<file path="src/hw/rtl/prc_pkg.sv">
// prc_pkg: shared constants and types for the prime range counter.
// No dependencies; used by the interfaces, the core and the checker.
package prc_pkg;

  // Default operand width of range bounds
  localparam int unsigned VALUE_BITS_DEF = 17;

  // First trial divisor and its square
  localparam int unsigned FIRST_DIVISOR = 2;
  localparam int unsigned FIRST_SQUARE  = FIRST_DIVISOR * FIRST_DIVISOR;

  // Sequencer states, one-hot
  typedef enum logic [4:0] {
    ST_IDLE   = 5'b00001,
    ST_CAND   = 5'b00010,
    ST_DIV    = 5'b00100,
    ST_NEXT   = 5'b01000,
    ST_FINISH = 5'b10000
  } state_t;

endpackage

</file>
<file path="src/hw/rtl/prc_if.sv">
// prc_if: valid/ready channel interfaces for request and result.
// Depends on prc_pkg for the default width.
interface prc_in_if #(
  parameter int unsigned VALUE_BITS = prc_pkg::VALUE_BITS_DEF
);
  logic                  valid;
  logic                  ready;
  logic [VALUE_BITS-1:0] range_start;
  logic [VALUE_BITS-1:0] range_end;

  modport source (output valid, output range_start, output range_end, input ready);
  modport sink   (input valid, input range_start, input range_end, output ready);
endinterface

interface prc_out_if #(
  parameter int unsigned VALUE_BITS = prc_pkg::VALUE_BITS_DEF
);
  logic                valid;
  logic                ready;
  logic [VALUE_BITS:0] prime_count;

  modport source (output valid, output prime_count, input ready);
  modport sink   (input valid, input prime_count, output ready);
endinterface

</file>
<file path="src/hw/rtl/prime_range_counter_core.sv">
// Sequence: a request is taken in ST_IDLE; each candidate n then visits ST_CAND,
//   runs a bit-serial remainder in ST_DIV for each trial divisor d with d*d <= n
//   until one divides n, and ends in ST_NEXT; ST_FINISH then hands over the count.
// Throughput: one request at a time, as ready is high only in ST_IDLE.
// Reset: rst_n synchronous, active low; sequencer idles, result slot empty.
// prime_range_counter_core: counts primes in an inclusive range by trial
// division; depends on prc_pkg and the prc_in_if / prc_out_if interfaces.
module prime_range_counter_core #(
  parameter int unsigned VALUE_BITS = prc_pkg::VALUE_BITS_DEF
) (
  input  logic      clk,
  input  logic      rst_n,
  prc_in_if.sink    in_req,
  prc_out_if.source out_res
);

  localparam int unsigned CNT_W = (VALUE_BITS > 1) ? $clog2(VALUE_BITS) : 1;
  localparam int unsigned VB    = VALUE_BITS;

  prc_pkg::state_t state_r, state_nxt;

  logic [VB-1:0]    cand_r, cand_nxt;     // candidate value
  logic [VB-1:0]    hi_r, hi_nxt;         // last value of range
  logic [VB-1:0]    div_r, div_nxt;       // trial divisor
  logic [VB:0]      sq_r, sq_nxt;         // divisor squared
  logic [VB:0]      count_r, count_nxt;   // running prime count
  logic [VB-1:0]    rem_r, rem_nxt;       // partial remainder
  logic [VB-1:0]    shf_r, shf_nxt;       // dividend bits still to shift in
  logic [CNT_W-1:0] bit_r, bit_nxt;       // remainder step counter
  logic             out_valid_r, out_valid_nxt;
  logic [VB:0]      out_count_r, out_count_nxt;

  // shared remainder step: one restoring subtract per cycle
  logic [VB:0] trial;
  logic        trial_ge;
  logic [VB:0] trial_diff;

  assign trial      = {rem_r, shf_r[VB-1]};
  assign trial_ge   = trial >= {1'b0, div_r};
  assign trial_diff = trial - {1'b0, div_r};

  assign in_req.ready        = (state_r == prc_pkg::ST_IDLE);
  assign out_res.valid       = out_valid_r;
  assign out_res.prime_count = out_count_r;

  // sequencer
  always_comb begin
    state_nxt     = state_r;
    cand_nxt      = cand_r;
    hi_nxt        = hi_r;
    div_nxt       = div_r;
    sq_nxt        = sq_r;
    count_nxt     = count_r;
    rem_nxt       = rem_r;
    shf_nxt       = shf_r;
    bit_nxt       = bit_r;
    out_valid_nxt = out_valid_r;
    out_count_nxt = out_count_r;

    if (out_valid_r && out_res.ready) begin
      out_valid_nxt = 1'b0;
    end

    unique case (state_r)
      prc_pkg::ST_IDLE: begin
        if (in_req.valid) begin
          cand_nxt  = in_req.range_start;
          hi_nxt    = in_req.range_end;
          count_nxt = '0;
          div_nxt   = VB'(prc_pkg::FIRST_DIVISOR);
          sq_nxt    = (VB + 1)'(prc_pkg::FIRST_SQUARE);
          if (in_req.range_start > in_req.range_end) begin
            state_nxt = prc_pkg::ST_FINISH;
          end else begin
            state_nxt = prc_pkg::ST_CAND;
          end
        end
      end
      prc_pkg::ST_CAND: begin
        if (cand_r < VB'(prc_pkg::FIRST_DIVISOR)) begin
          state_nxt = prc_pkg::ST_NEXT;
        end else if (sq_r > {1'b0, cand_r}) begin
          // no divisor found: prime
          count_nxt = count_r + 1'b1;
          state_nxt = prc_pkg::ST_NEXT;
        end else begin
          rem_nxt   = '0;
          shf_nxt   = cand_r;
          bit_nxt   = CNT_W'(VB - 1);
          state_nxt = prc_pkg::ST_DIV;
        end
      end
      prc_pkg::ST_DIV: begin
        rem_nxt = trial_ge ? trial_diff[VB-1:0] : trial[VB-1:0];
        shf_nxt = {shf_r[VB-2:0], 1'b0};
        bit_nxt = bit_r - 1'b1;
        if (bit_r == '0) begin
          if (rem_nxt == '0) begin
            state_nxt = prc_pkg::ST_NEXT;
          end else begin
            // (d+1)^2 = d^2 + 2d + 1
            sq_nxt    = sq_r + {div_r, 1'b1};
            div_nxt   = div_r + 1'b1;
            state_nxt = prc_pkg::ST_CAND;
          end
        end
      end
      prc_pkg::ST_NEXT: begin
        if (cand_r == hi_r) begin
          state_nxt = prc_pkg::ST_FINISH;
        end else begin
          cand_nxt  = cand_r + 1'b1;
          div_nxt   = VB'(prc_pkg::FIRST_DIVISOR);
          sq_nxt    = (VB + 1)'(prc_pkg::FIRST_SQUARE);
          state_nxt = prc_pkg::ST_CAND;
        end
      end
      prc_pkg::ST_FINISH: begin
        // wait for the result slot to free
        if (!out_valid_r || out_res.ready) begin
          out_valid_nxt = 1'b1;
          out_count_nxt = count_r;
          state_nxt     = prc_pkg::ST_IDLE;
        end
      end
      default: begin
        state_nxt = prc_pkg::ST_IDLE;
      end
    endcase
  end

  // control registers
  always_ff @(posedge clk) begin
    if (!rst_n) begin
      state_r     <= prc_pkg::ST_IDLE;
      out_valid_r <= 1'b0;
      cand_r      <= '0;
      div_r       <= '0;
      count_r     <= '0;
    end else begin
      state_r     <= state_nxt;
      out_valid_r <= out_valid_nxt;
      cand_r      <= cand_nxt;
      div_r       <= div_nxt;
      count_r     <= count_nxt;
    end
  end

  // datapath registers
  always_ff @(posedge clk) begin
    hi_r        <= hi_nxt;
    sq_r        <= sq_nxt;
    rem_r       <= rem_nxt;
    shf_r       <= shf_nxt;
    bit_r       <= bit_nxt;
    out_count_r <= out_count_nxt;
  end

endmodule

</file>
<file path="src/flat_wrapper.sv">
// flat-port wrapper written by rule: the top's interface ports become plain ports
module prime_range_counter_core_flat 
#(
  parameter int unsigned VALUE_BITS = prc_pkg::VALUE_BITS_DEF
)
  (clk, rst_n, in_req_valid, in_req_range_start, in_req_range_end, in_req_ready, out_res_valid, out_res_prime_count, out_res_ready);
  prc_in_if #(.VALUE_BITS(VALUE_BITS)) in_req_i ();
  prc_out_if #(.VALUE_BITS(VALUE_BITS)) out_res_i ();
  input  logic clk;
  input  logic rst_n;
  input wire logic [$bits(in_req_i.valid)-1:0] in_req_valid;
  input wire logic [$bits(in_req_i.range_start)-1:0] in_req_range_start;
  input wire logic [$bits(in_req_i.range_end)-1:0] in_req_range_end;
  output wire logic [$bits(in_req_i.ready)-1:0] in_req_ready;
  output wire logic [$bits(out_res_i.valid)-1:0] out_res_valid;
  output wire logic [$bits(out_res_i.prime_count)-1:0] out_res_prime_count;
  input wire logic [$bits(out_res_i.ready)-1:0] out_res_ready;
  assign in_req_i.valid = in_req_valid;
  assign in_req_i.range_start = in_req_range_start;
  assign in_req_i.range_end = in_req_range_end;
  assign in_req_ready = in_req_i.ready;
  assign out_res_valid = out_res_i.valid;
  assign out_res_prime_count = out_res_i.prime_count;
  assign out_res_i.ready = out_res_ready;
  prime_range_counter_core #(.VALUE_BITS(VALUE_BITS)) u_core (.clk(clk), .rst_n(rst_n), .in_req(in_req_i), .out_res(out_res_i));
endmodule
</file>
<file path="config.mk">
export PLATFORM = sky130hd
export DESIGN_NAME = prime_range_counter_core_flat
export DESIGN_NICKNAME = d
export VERILOG_FILES = /design/src/hw/rtl/prc_pkg.sv /design/src/hw/rtl/prc_if.sv /design/src/hw/rtl/prime_range_counter_core.sv /design/src/flat_wrapper.sv
export SDC_FILE = /design/constraint.sdc
export NUM_CORES = 1
export LEC_CHECK = 0
export BUFFER_PORTS_ARGS = -buffer_cell sky130_fd_sc_hd__buf_2
export CORE_ASPECT_RATIO = 0.7
export CORE_MARGIN = 8
export CORE_UTILIZATION = 67
export CTS_CLUSTER_SIZE = 10
export DETAILED_ROUTE_END_ITERATION = 10
export GPL_ROUTABILITY_DRIVEN = 0
export MAX_ROUTING_LAYER = met4
export PLACE_DENSITY = 0.84
export SLEW_MARGIN = 20
export SYNTH_ARGS = -nofsm -noshare
export SYNTH_HDL_FRONTEND = slang
export SYNTH_SLANG_ARGS = --single-unit
</file>
<file path="constraint.sdc">
create_clock -name clk -period 12.8 [get_ports clk]
set_clock_uncertainty 0.05 [all_clocks]
set_input_delay 0 -clock clk [delete_from_list [all_inputs] [get_ports clk]]
set_output_delay 0 -clock clk [all_outputs]
set_load 0.005 [all_outputs]
</file>
* After elaboration in Yosys (flattened, before gate mapping)
Cells that the tools add are included.
** Word-level totals
- Bits in registers :: 150
- Bits in latches :: 0
- Bits in writable memories :: 0
- ROM bits :: 0
- Bits of input ports :: 38
- Output and inout port bits :: 20
- Logic and storage cells :: 90
- Memories kept :: 0
** Operators by class
- Add/subtract/negate cells :: 6
- Multipliers :: 0
- Div/mod/pow operators :: 0
- Order comparisons :: 4
- Eq/ne operators :: 14
- Shift-type cells :: 0
- Mux-type cells :: 39
- Bitwise gates (word level) :: 0
- Reductions and logical operators :: 16
** Operators with widths (count)
- $mux 17 :: 11
- $mux 18 :: 7
- $pmux 17 s2 :: 3
- $pmux 18 s3 :: 1
- $pmux 17 s3 :: 1
- $mux 5 :: 8
- $pmux 18 s2 :: 1
- $add 17x1->17 const B :: 2
- $pmux 5 s5 :: 1
- $add 18x1->18 const B :: 1
- $add 18x18->18 :: 1
- $ge 18x17->1 :: 1
- $gt 18x17->1 :: 1
- $eq 17x17->1 :: 1
- $gt 17x17->1 :: 1
- $logic_not 17->1 :: 1
- $lt 17x2->1 const B :: 1
- $sub 17x17->17 :: 1
- $ne 2x2->1 const B :: 5
- $pmux 5 s2 :: 1
- $reduce_and 3->1 :: 3
- $mux 4 :: 2
- $ne 2x1->1 const B :: 3
- $reduce_bool 2->1 :: 3
- other kinds (15) :: 18

* Depth between registers and ports, before layout
Gate-level depths: netlist of run 1.
- Depth after elaboration :: 6
- Mapped depth :: 15

* Worst setup path after synthesis of run 1
OpenSTA, ideal clock, no wires.
- Path kind :: reg-to-reg
- From :: reg u_core.shf_r[16]
- To :: reg u_core.sq_r[0], enable pin
- Setup time :: 0.401 ns
- Arrival time :: 3.841 ns
- Required time :: 12.349 ns
- Path slack :: 8.508 ns
- Cell stages (with the launch flop) :: 14
- Buffers on the path :: 1
- Period minus slack after synthesis :: 4.292 ns
- Cell sequence :: edfxtp_1 inv_1 ha_1 inv_1 fa_1 a21o_1 a221o_2 a2111oi_4 or3_1 a32oi_1 a41oi_2 nor4b_2 clkbuf_1 a21oi_1
** On the way
- Word-level cells in the longest chain between the ends :: 5
** Ends and longest elaborated chain
- start, declared :: RTL line prime_range_counter_core.sv:28 : logic [VB-1:0] shf_r, shf_nxt;
- start signal, assigned :: RTL line prime_range_counter_core.sv:154 : shf_r <= shf_nxt;
- $sub 17x17->17 or $ge 18x17->1 (tied branches) :: RTL line prime_range_counter_core.sv:40, prime_range_counter_core.sv:39
- $mux 17 (*) :: RTL line prime_range_counter_core.sv:94 : rem_nxt = trial_ge ? trial_diff[VB-1:0] : trial[VB-1:0];
- $logic_not 17->1 (*) :: RTL line prime_range_counter_core.sv:98 : if (rem_nxt == '0) begin
- $ne 2x2->1 (no line) (*)
- $reduce_and 5->1 (no line) (*)
- end signal, assigned :: RTL line prime_range_counter_core.sv:152 : sq_r <= sq_nxt;
- end, declared :: RTL line prime_range_counter_core.sv:25 : logic [VB:0] sq_r, sq_nxt;
Every way passes the cells marked *; elsewhere a longest branch is shown, timed or not.
A chain may end at the register's enable or synchronous reset.

* Worst setup path after layout of run 1
- From :: reg u_core.div_r[0]
- To :: reg u_core.div_r[6]
** On the way
- Word-level cells in the longest chain between the ends :: 5
** Ends and longest elaborated chain
- start, declared :: RTL line prime_range_counter_core.sv:24 : logic [VB-1:0] div_r, div_nxt;
- start signal, assigned :: RTL line prime_range_counter_core.sv:144 : div_r <= div_nxt;
- $sub 17x17->17 or $ge 18x17->1 (tied branches) :: RTL line prime_range_counter_core.sv:40, prime_range_counter_core.sv:39
- $mux 17 :: RTL line prime_range_counter_core.sv:94
- $logic_not 17->1 :: RTL line prime_range_counter_core.sv:98
- $ne 2x2->1 (no line)
- $reduce_and 5->1 (no line)
Several ways; a longest one is shown, not always the timed one. The select of a mux whose other input is x is not followed.

==> Implementation_results.wiki, run 1 <==
{| class="wikitable"
! Metric !! Value
|-
| Mean routed wirelength per cell || 19.8 um
|-
| Root cell of the clock tree || sky130_fd_sc_hd__clkbuf_16
|-
| Io pins || 58
|-
| Worst reg2reg path depth || 14
|-
| CP Data Arrival Time || 5.25 ns
|-
| Biggest cell delay along the critical path || 0.95 ns
|-
| Mapped cell area || 0.00952 mm2
|-
| Internal power || between 1000 and 1500 uW
|-
| Total gr overflow || 0
|-
| Final WS setup || 7.82 ns
|-
| Synthesized Nets || 1141
|-
| Fraction of power consumed by the clock network || 0.301
|-
| DR vias/cell || 6.54
|-
| Setup bufs post-CTS || 0
|-
| Async set or reset register ratio after synthesis || 0
|-
| Pin slew with the least headroom to its limit || 0.923 ns
|-
| Die area || 0.0183 mm2
|-
| Buffers added on ports || 57
|-
| Combinational group share of total power || 0.291
|-
| Number of buffers created by CTS || 17
|-
| Sequential group share of total power || 0.409
|-
| Period utilization || 0.389
|-
| Final hold violation count || 0
|-
| Critical Path Start || u_core.div_r[0]$_SDFFE_PN0P_
|-
| Slowest cell on the critical path || sky130_fd_sc_hd__or4b_1
|-
| Most common cell after layout, fill and taps aside || sky130_fd_sc_hd__nor2_1
|-
| Synth top area cells || sky130_fd_sc_hd__edfxtp_1, sky130_fd_sc_hd__dfxtp_1, sky130_fd_sc_hd__ha_1, sky130_fd_sc_hd__nor2_1, sky130_fd_sc_hd__a21oi_1
|-
| Number of nets with antenna violations after detailed routing || 0
|-
| Number of warning messages in the yosys log || 0
|-
| Number of H-tree levels || 4
|-
| Crit path buffers/inverters || 3
|-
| Final net count || 1219
|-
| Area growth from synthesis to layout || 14.1%
|-
| Minimum clock period after layout || between 4 and 5 ns
|-
| IR Drop Worst-Case VDD || 107 uV
|-
| Antenna violations before repair || 0
|-
| Minimum setup slack among reg-to-reg paths || between 7 and 8 ns
|-
| Clock transition at path regs || ~0.070 ns
|-
| P_leak || approximately 0.0043 uW
|-
| Clock Latency Late Sink || 0.43 ns
|-
| Global-route wire length before repair || 41400 um
|-
| Count of standard-cell rows || 36
|-
| Number of enable flip-flop cells after synthesis || 92
|-
| Drc violations || 0
|-
| Max capacitance violation total || 0
|-
| Post-synthesis instance total || 1030
|-
| Pin count of the biggest net entering global routing || 48
|-
| Most frequent cells in the layout || sky130_fd_sc_hd__nor2_1, sky130_fd_sc_hd__edfxtp_1, sky130_fd_sc_hd__nand2_1
|-
| Mean area per synthesized cell || ~9.2 um2
|-
| DIE HEIGHT || 116 um
|-
| Routed via count || 8568
|-
| Via count of the first global-routing pass || 7984
|-
| Ant. Diodes || 0
|-
| End of the worst register-to-register path || u_core.div_r[6]$_SDFFE_PN0P_
|-
| DP HPWL || 17800 um
|-
| Placeable core region || roughly 0.014 mm2
|-
| Stages on worst setup path || 14
|-
| Reg2Reg Launch Point || u_core.div_r[0]$_SDFFE_PN0P_
|-
| Total negative slack for setup checks || 0 ns
|-
| DR iter-0 viols || slightly above 1000
|-
| Setup repair after global routing missed its margin || no
|-
| Post-synthesis cell type count || 74
|-
| CP top delay family || compound AO/OA/AOI/OAI gates
|-
| Top-area cell type share of the netlist area || 0.290
|-
| Fraction of final layout cells with drive strength greater than 1 || 0.118
|-
| Detailed Routing Iterations Pass 1 || 6
|-
| Worst Setup End Kind || register
|-
| Critical path class || reg -> reg
|-
| Critical path launch point type || register
|-
| Most common flop cell mapped by yosys || sky130_fd_sc_hd__edfxtp_1
|-
| Slew headroom || 0.369
|-
| Starting density of the core || 0.684
|-
| Switching share of power || 0.360
|-
| Outcome || finished clean
|-
| Post-placement setup slack || 7.96 ns
|-
| Total Routing Usage GR || 0.297
|-
| Maximum clock frequency || 201 MHz
|-
| Ordered list of cells on the worst path || ha_1 -> inv_1 -> fa_1 -> a21o_1 -> a221o_2 -> a211oi_1 -> o21ai_1 -> buf_4 -> and4_1 -> o21ai_0 -> nor4b_2 -> buf_4 -> or4b_1 -> o41ai_1
|-
| Total Power || between 1500 and 2000 uW
|-
| CP endpoint || u_core.div_r[6]$_SDFFE_PN0P_
|-
| Max Slew Vio Count || 0
|-
| Largest fanout on the critical path || 15
|-
| Die extent in x || 158 um
|-
| Number of clock sinks seen by CTS || 150
|-
| CP most frequent cell || sky130_fd_sc_hd__buf_4
|-
| Min-delay worst type || in -> reg
|-
| Clock tree from TritonCTS || built
|-
| Number of placed instances, taps included || roughly 1200
|-
| Pwr Density || 147 mW/mm2
|-
| Setup-violating endpoint count in the final report || 0
|-
| Core Util, Final || 0.780
|-
| Detailed Route WL || 26000 um
|-
| Number of standard cells in the layout, taps in and fillers out || approximately 1300
|-
| Post-synthesis register bit count || 150
|-
| Share of synthesized area occupied by flip-flops and latches || 0.412
|-
| Cell type with the highest aggregate area in the netlist || sky130_fd_sc_hd__edfxtp_1
|-
| Worst Path Required || 13.07 ns
|-
| Switch Pwr || just under 600 uW
|-
| Maximum count of clock buffers along a single path || 2
|}
kinds of logic after synthesis:
kind of cell / count (synthesis) / synth area share
DFF: 150 / 0.412
adders and majority gates: 73 / 0.0976
and+or+nand+nor: 360 / 0.187
AOI/OAI and AO/OA: 281 / 0.210
xor gates and xnor gates: 51 / 0.0469
buffers and inverters: 114 / 0.0459
muxes: 1 / 0.00105
synthesized netlist by cell type, drive strengths merged (12+ instances only):
master,number
nand4,19
nand3,39
nor3,29
inv,73
ha,71
clkbuf,36
edfxtp,92
xor2,17
xnor2,34
dfxtp,58
o21ai,66
a21oi,65
o21a,12
and2,14
nand2,82
a211oi,16
nor4,14
nor2,97
and3,16
a21o,25
layer usage:
layer	GRT usage	vias to the layer above	part of all wire
li1	-	3976	-
met1	0.404	3974	0.43
met2	0.420	543	0.42
met3	0.0782	75	0.12
met4	0.110	0	0.028
met5	-	-	0
timing repair:
item | 4_1_cts | 5_1_grt
endpoints found under the hold margin | 32 | 0
gates resized for setup | 0 | 0
hold buffers | 32 | 0
state kept, by name, indices dropped and copies added (netlist names):
name	flops
u_core.count_r	18
u_core.out_res.prime_count	18
u_core.sq_r	18
u_core.cand_r	17
u_core.div_r	17
u_core.hi_r	17
u_core.rem_r	17
u_core.shf_r	17
u_core.bit_r	5
u_core.state_r	5
u_core.out_res.valid	1
tightest hold or removal path: stages:
cell	delay, ns
sky130_fd_sc_hd__buf_2	0.09
sky130_fd_sc_hd__nor2_1	0.04
sky130_fd_sc_hd__a31oi_1	0.14
sky130_fd_sc_hd__o221a_2	0.19
per-stage QoR:
step	cell area, um2	hold slack, ns
after floorplan	9520	0.0489
after global placement	9970	0.141
after detailed placement	9970	0.144
after CTS	10900	0.000102
after global routing	10900	0.0488
final	10900	0.0158
area by class of cell:
cell class,count,area [um2]
clock buffer,17,425
timing repair buffer,100,688
multi-input combinational,766,5180
clock inverter,15,135
inverter,73,274
tap,190,238
fill,907,3060
sequential,150,3920
worst min path at each step:
stage / slack (ns) / depth (start not counted) / endpoint / startpoint
after floorplan: 0.05 / 0 / u_core.hi_r[0]$_DFFE_PP_ / in_req_range_end[0]
after global placement: 0.14 / 1 / u_core.hi_r[12]$_DFFE_PP_ / in_req_range_end[12]
after detailed placement: 0.14 / 1 / u_core.hi_r[6]$_DFFE_PP_ / in_req_range_end[6]
after CTS: 0.0001 / 4 / u_core.cand_r[0]$_SDFFE_PN0P_ / in_req_range_start[0]
after global routing: 0.05 / 4 / u_core.cand_r[9]$_SDFFE_PN0P_ / in_req_range_start[9]
final: 0.02 / 4 / u_core.cand_r[9]$_SDFFE_PN0P_ / in_req_range_start[9]
power by group through the flow:
| stage | sequential [uW] | combinational (uW) | clock (uW) |
|---|---|---|---|
| 2_1_floorplan | 637 | 322 | 0 |
| 3_3_place_gp | 658 | 421 | 0 |
| 3_5_place_dp | 661 | 435 | 0 |
| 4_1_cts | 651 | 449 | 478 |
| 5_1_grt | 660 | 512 | 498 |
| 6_report | 654 | 465 | 481 |
Power figures use the tool's default switching activity.
==> run 2: changes to the inputs <==
--- a/config.mk
+++ b/config.mk
@@ -8,12 +8,12 @@
 export BUFFER_PORTS_ARGS = -buffer_cell sky130_fd_sc_hd__buf_2
 export CORE_ASPECT_RATIO = 0.7
 export CORE_MARGIN = 8
-export CORE_UTILIZATION = 67
+export CORE_UTILIZATION = 62
 export CTS_CLUSTER_SIZE = 10
 export DETAILED_ROUTE_END_ITERATION = 10
 export GPL_ROUTABILITY_DRIVEN = 0
 export MAX_ROUTING_LAYER = met4
-export PLACE_DENSITY = 0.84
+export PLACE_DENSITY = 0.78
 export SLEW_MARGIN = 20
 export SYNTH_ARGS = -nofsm -noshare
 export SYNTH_HDL_FRONTEND = slang
==> constraint.sdc (replaced) <==
create_clock -name clk -period 4.9 [get_ports clk]
set_clock_uncertainty 0.05 [all_clocks]
set_input_delay 0 -clock clk [delete_from_list [all_inputs] [get_ports clk]]
set_output_delay 0 -clock clk [all_outputs]
set_load 0.005 [all_outputs]
==> run 2 against run 1 <==
- sequential cell count unchanged
- register-to-register slack got worse by 7.4 ns
- cell count rose by 1.4%
- worst hold slack improved by 0.055 ns
- critical path depth fell by 1
- design area up 0.77%
- utilization fell by 6.3 points
- sequential share of layout area shrank 0.28 points
- global-route usage decreased by 2.4 points
- clock power rose to 2.7 times the previous value
- non-clock buffer count increased by 6
- critical path type unchanged
- critical endpoint is now u_core.div_r[7]$_SDFFE_PN0P_
- largest cell class unchanged
==> Implementation_results.wiki, run 2 (synthesized netlist as in run 1, its figures left out) <==
{| class="wikitable"
! Metric !! Value
|-
| Die extent in x || 164 um (+3.6%)
|-
| Outcome || finished clean
|-
| Hold Crit Endpoint || u_core.state_r[0]$_SDFFE_PN1P_
|-
| Max capacitance violation total || 0 (unchanged)
|-
| Pin slew with the least headroom to its limit || 1.02 ns (+0.0981 ns)
|-
| DIE HEIGHT || 120 um (+3.4%)
|-
| Number of nets with antenna violations after detailed routing || 0 (unchanged)
|-
| Min-delay worst type || in -> reg
|-
| Hold depth || 2 (-2)
|-
| Maximum count of clock buffers along a single path || 2 (unchanged)
|-
| Routed via count || 8406 (-1.9%)
|-
| Slew headroom || 0.318 (-0.0514)
|-
| Worst reg2reg path depth || 13 (-1)
|-
| Total negative slack for setup checks || 0 ns (unchanged)
|-
| Final hold violation count || 0 (unchanged)
|-
| Placeable core region || 0.0153 mm2 (+9.7%)
|-
| Count of standard-cell rows || 38 (+5.6%)
|-
| Max Slew Vio Count || 0 (unchanged)
|-
| CP Data Arrival Time || 4.75 ns (-0.50 ns)
|-
| Minimum clock period after layout || 4.47 ns (-0.510 ns)
|-
| Pwr Density || 387 mW/mm2 (+160%)
|-
| Via count of the first global-routing pass || 7948 (-0.45%)
|-
| Clock transition at path regs || 0.06 ns (about the same)
|-
| Fraction of final layout cells with drive strength greater than 1 || 0.118 (+0.000260)
|-
| Most common cell after layout, fill and taps aside || sky130_fd_sc_hd__nor2_1
|-
| Worst Path Required || 5.17 ns (-7.90 ns)
|-
| Number of gates resized after cts || 0 (unchanged)
|-
| Total Power || 4230 uW (+160%)
|-
| DR vias/cell || 6.33 (-3.2%)
|-
| Count of fill cells added during filler insertion || 1112 (+23%)
|-
| Die area || 0.0196 mm2 (+7.1%)
|-
| DP HPWL || 18600 um (+4.5%)
|-
| End of the worst register-to-register path || u_core.div_r[7]$_SDFFE_PN0P_
|-
| Launch point of the worst hold path || rst_n
|-
| Clock Latency Late Sink || 0.43 ns (about the same)
|-
| Detailed Routing Iterations Pass 1 || 6 (unchanged)
|-
| Final net count || 1225 (+0.49%)
|-
| Crit path buffers/inverters || 2 (-1)
|-
| Placed instance area || 0.0100 mm2 (+0.43%)
|-
| Critical path launch point type || register
|-
| Period utilization || 0.913 (+0.524)
|-
| Antenna violations before repair || 2 (+2)
|-
| Total gr overflow || 0 (unchanged)
|-
| Slowest cell on the critical path || sky130_fd_sc_hd__or4b_1
|-
| Buffers added on ports || 57 (unchanged)
|-
| Most frequent cells in the layout || sky130_fd_sc_hd__nor2_1, sky130_fd_sc_hd__edfxtp_1, sky130_fd_sc_hd__nand2_1
|-
| Final WS setup || 0.426 ns (-7.39 ns)
|-
| CP top delay family || compound AO/OA/AOI/OAI gates
|-
| Clock tree from TritonCTS || built
|-
| Pin count of the biggest net entering global routing || 47 (-2.1%)
|-
| Starting density of the core || 0.624 (-0.0602)
|-
| Number of buffers created by CTS || 17 (unchanged)
|-
| Cell area after layout || 0.0109 mm2 (+0.77%)
|-
| P_leak || 0.00430 uW (+0.92%)
|-
| Root cell of the clock tree || sky130_fd_sc_hd__clkbuf_16
|-
| Post-placement setup slack || 0.547 ns (-7.41 ns)
|-
| Setup repair after global routing missed its margin || no
|-
| IR Drop Worst-Case VDD || 275 uV (+160%)
|-
| Setup-violating endpoint count in the final report || 0 (unchanged)
|-
| DR iter-0 viols || 1174 (+16%)
|-
| Final Hold Slack || 0.0709 ns (+0.0551 ns)
|-
| Detailed Route WL || 25900 um (-0.23%)
|-
| Global-route wire length before repair || 41700 um (+0.55%)
|-
| Largest fanout on the critical path || 15 (unchanged)
|-
| Ordered list of cells on the worst path || ha_1 -> inv_1 -> fa_1 -> a21o_1 -> a221o_2 -> a211oi_1 -> o21a_1 -> nor3_1 -> a41oi_2 -> nor4b_2 -> or4b_1 -> buf_4 -> o41ai_2
|-
| Minimum setup slack among reg-to-reg paths || 0.43 ns (-7.39 ns)
|-
| Reg2Reg Launch Point || u_core.div_r[0]$_SDFFE_PN0P_
|-
| Critical path class || reg -> reg
|-
| Worst Setup End Kind || register
|-
| Number of clock sinks seen by CTS || 150 (unchanged)
|-
| Area growth from synthesis to layout || 15.0%
|-
| Io pins || 58 (unchanged)
|-
| Biggest cell delay along the critical path || 0.53 ns (-0.42 ns)
|-
| Maximum clock frequency || 223 MHz (+11%)
|-
| Number of H-tree levels || 4 (unchanged)
|-
| Mean routed wirelength per cell || 19.5 um (-1.6%)
|-
| Total Routing Usage GR || 0.273 (-0.0240)
|-
| Drc violations || 0 (unchanged)
|}
-- run 2: cell types whose count changed in the layout (fill, tap and decap cells not counted), sizes merged, moves of 2 or more --
| cell | delta |
|---|---|
| clkbuf | +4 |
| buf | +4 |
| dlygate4sd3 | +2 |
| inv | -3 |
| diode | +2 |
-- run 2: where the power goes --
part,internal (uW),switching (uW)
registers,1540,170
logic,478,741
clock network,750,549
-- run 2: area by class of cell --
class / count / area (um2) / share of cell area
repair buffers: 106 / 738 / 0.0675
clock inverters: 11 / 110 / 0.0101
diodes: 2 / 5.00 / 0.000457
inverters: 73 / 274 / 0.0250
well taps: 200 / 250 / 0.0229
flip-flops and latches: 150 / 3920 / 0.359
multi-input cells: 766 / 5170 / 0.473
clock buffers: 21 / 472 / 0.0431
-- run 2: metrics by stage --
stage,utilization,instances
floorplan,-,1030
global placement,0.656,1261
detailed placement,0.656,1261
CTS,0.717,1327
global route,0.717,1329
finish,0.717,1329
-- run 2: per-layer routing --
layer  wire [um]  GRT usage  share of wire  vias to the layer above
li1            -          -              -                     3978
met1       11900      0.382           0.46                     3953
met2       10800      0.375           0.42                      437
met3        2800     0.0848           0.11                       38
met4         362     0.0725          0.014                        0
met5           0          -              0                        -
-- run 2: timing repair --
| action | in CTS | in global routing |
|---|---|---|
| setup buffers | 0 | 0 |
| endpoints found under the hold margin | 34 | 0 |
| hold buffers | 34 | 0 |
-- run 2: worst reg2reg max path, delay by kind of cell, from the launching register on --
kind	cells	cell delay [ns]
AND/OR/NAND/NOR	3	0.84
AO/OA/AOI/OAI	6	2.09
flip-flops	1	0.46
buffers and inverters	2	0.30
adder cells (fa/ha/maj)	2	0.63
-- run 2: how the worst max path moves through the flow --
stage | end | cells past startpoint | start
after detailed placement | u_core.div_r[5]$_SDFFE_PN0P_ | 13 | u_core.div_r[0]$_SDFFE_PN0P_
after CTS | u_core.div_r[7]$_SDFFE_PN0P_ | 13 | u_core.div_r[0]$_SDFFE_PN0P_
after global placement | u_core.div_r[11]$_SDFFE_PN0P_ | 13 | u_core.div_r[0]$_SDFFE_PN0P_
after global routing | u_core.div_r[5]$_SDFFE_PN0P_ | 14 | u_core.shf_r[16]$_DFFE_PP_
final | u_core.div_r[7]$_SDFFE_PN0P_ | 13 | u_core.div_r[0]$_SDFFE_PN0P_
after floorplan | u_core.sq_r[0]$_SDFFCE_PN0P_ | 13 | u_core.shf_r[16]$_DFFE_PP_
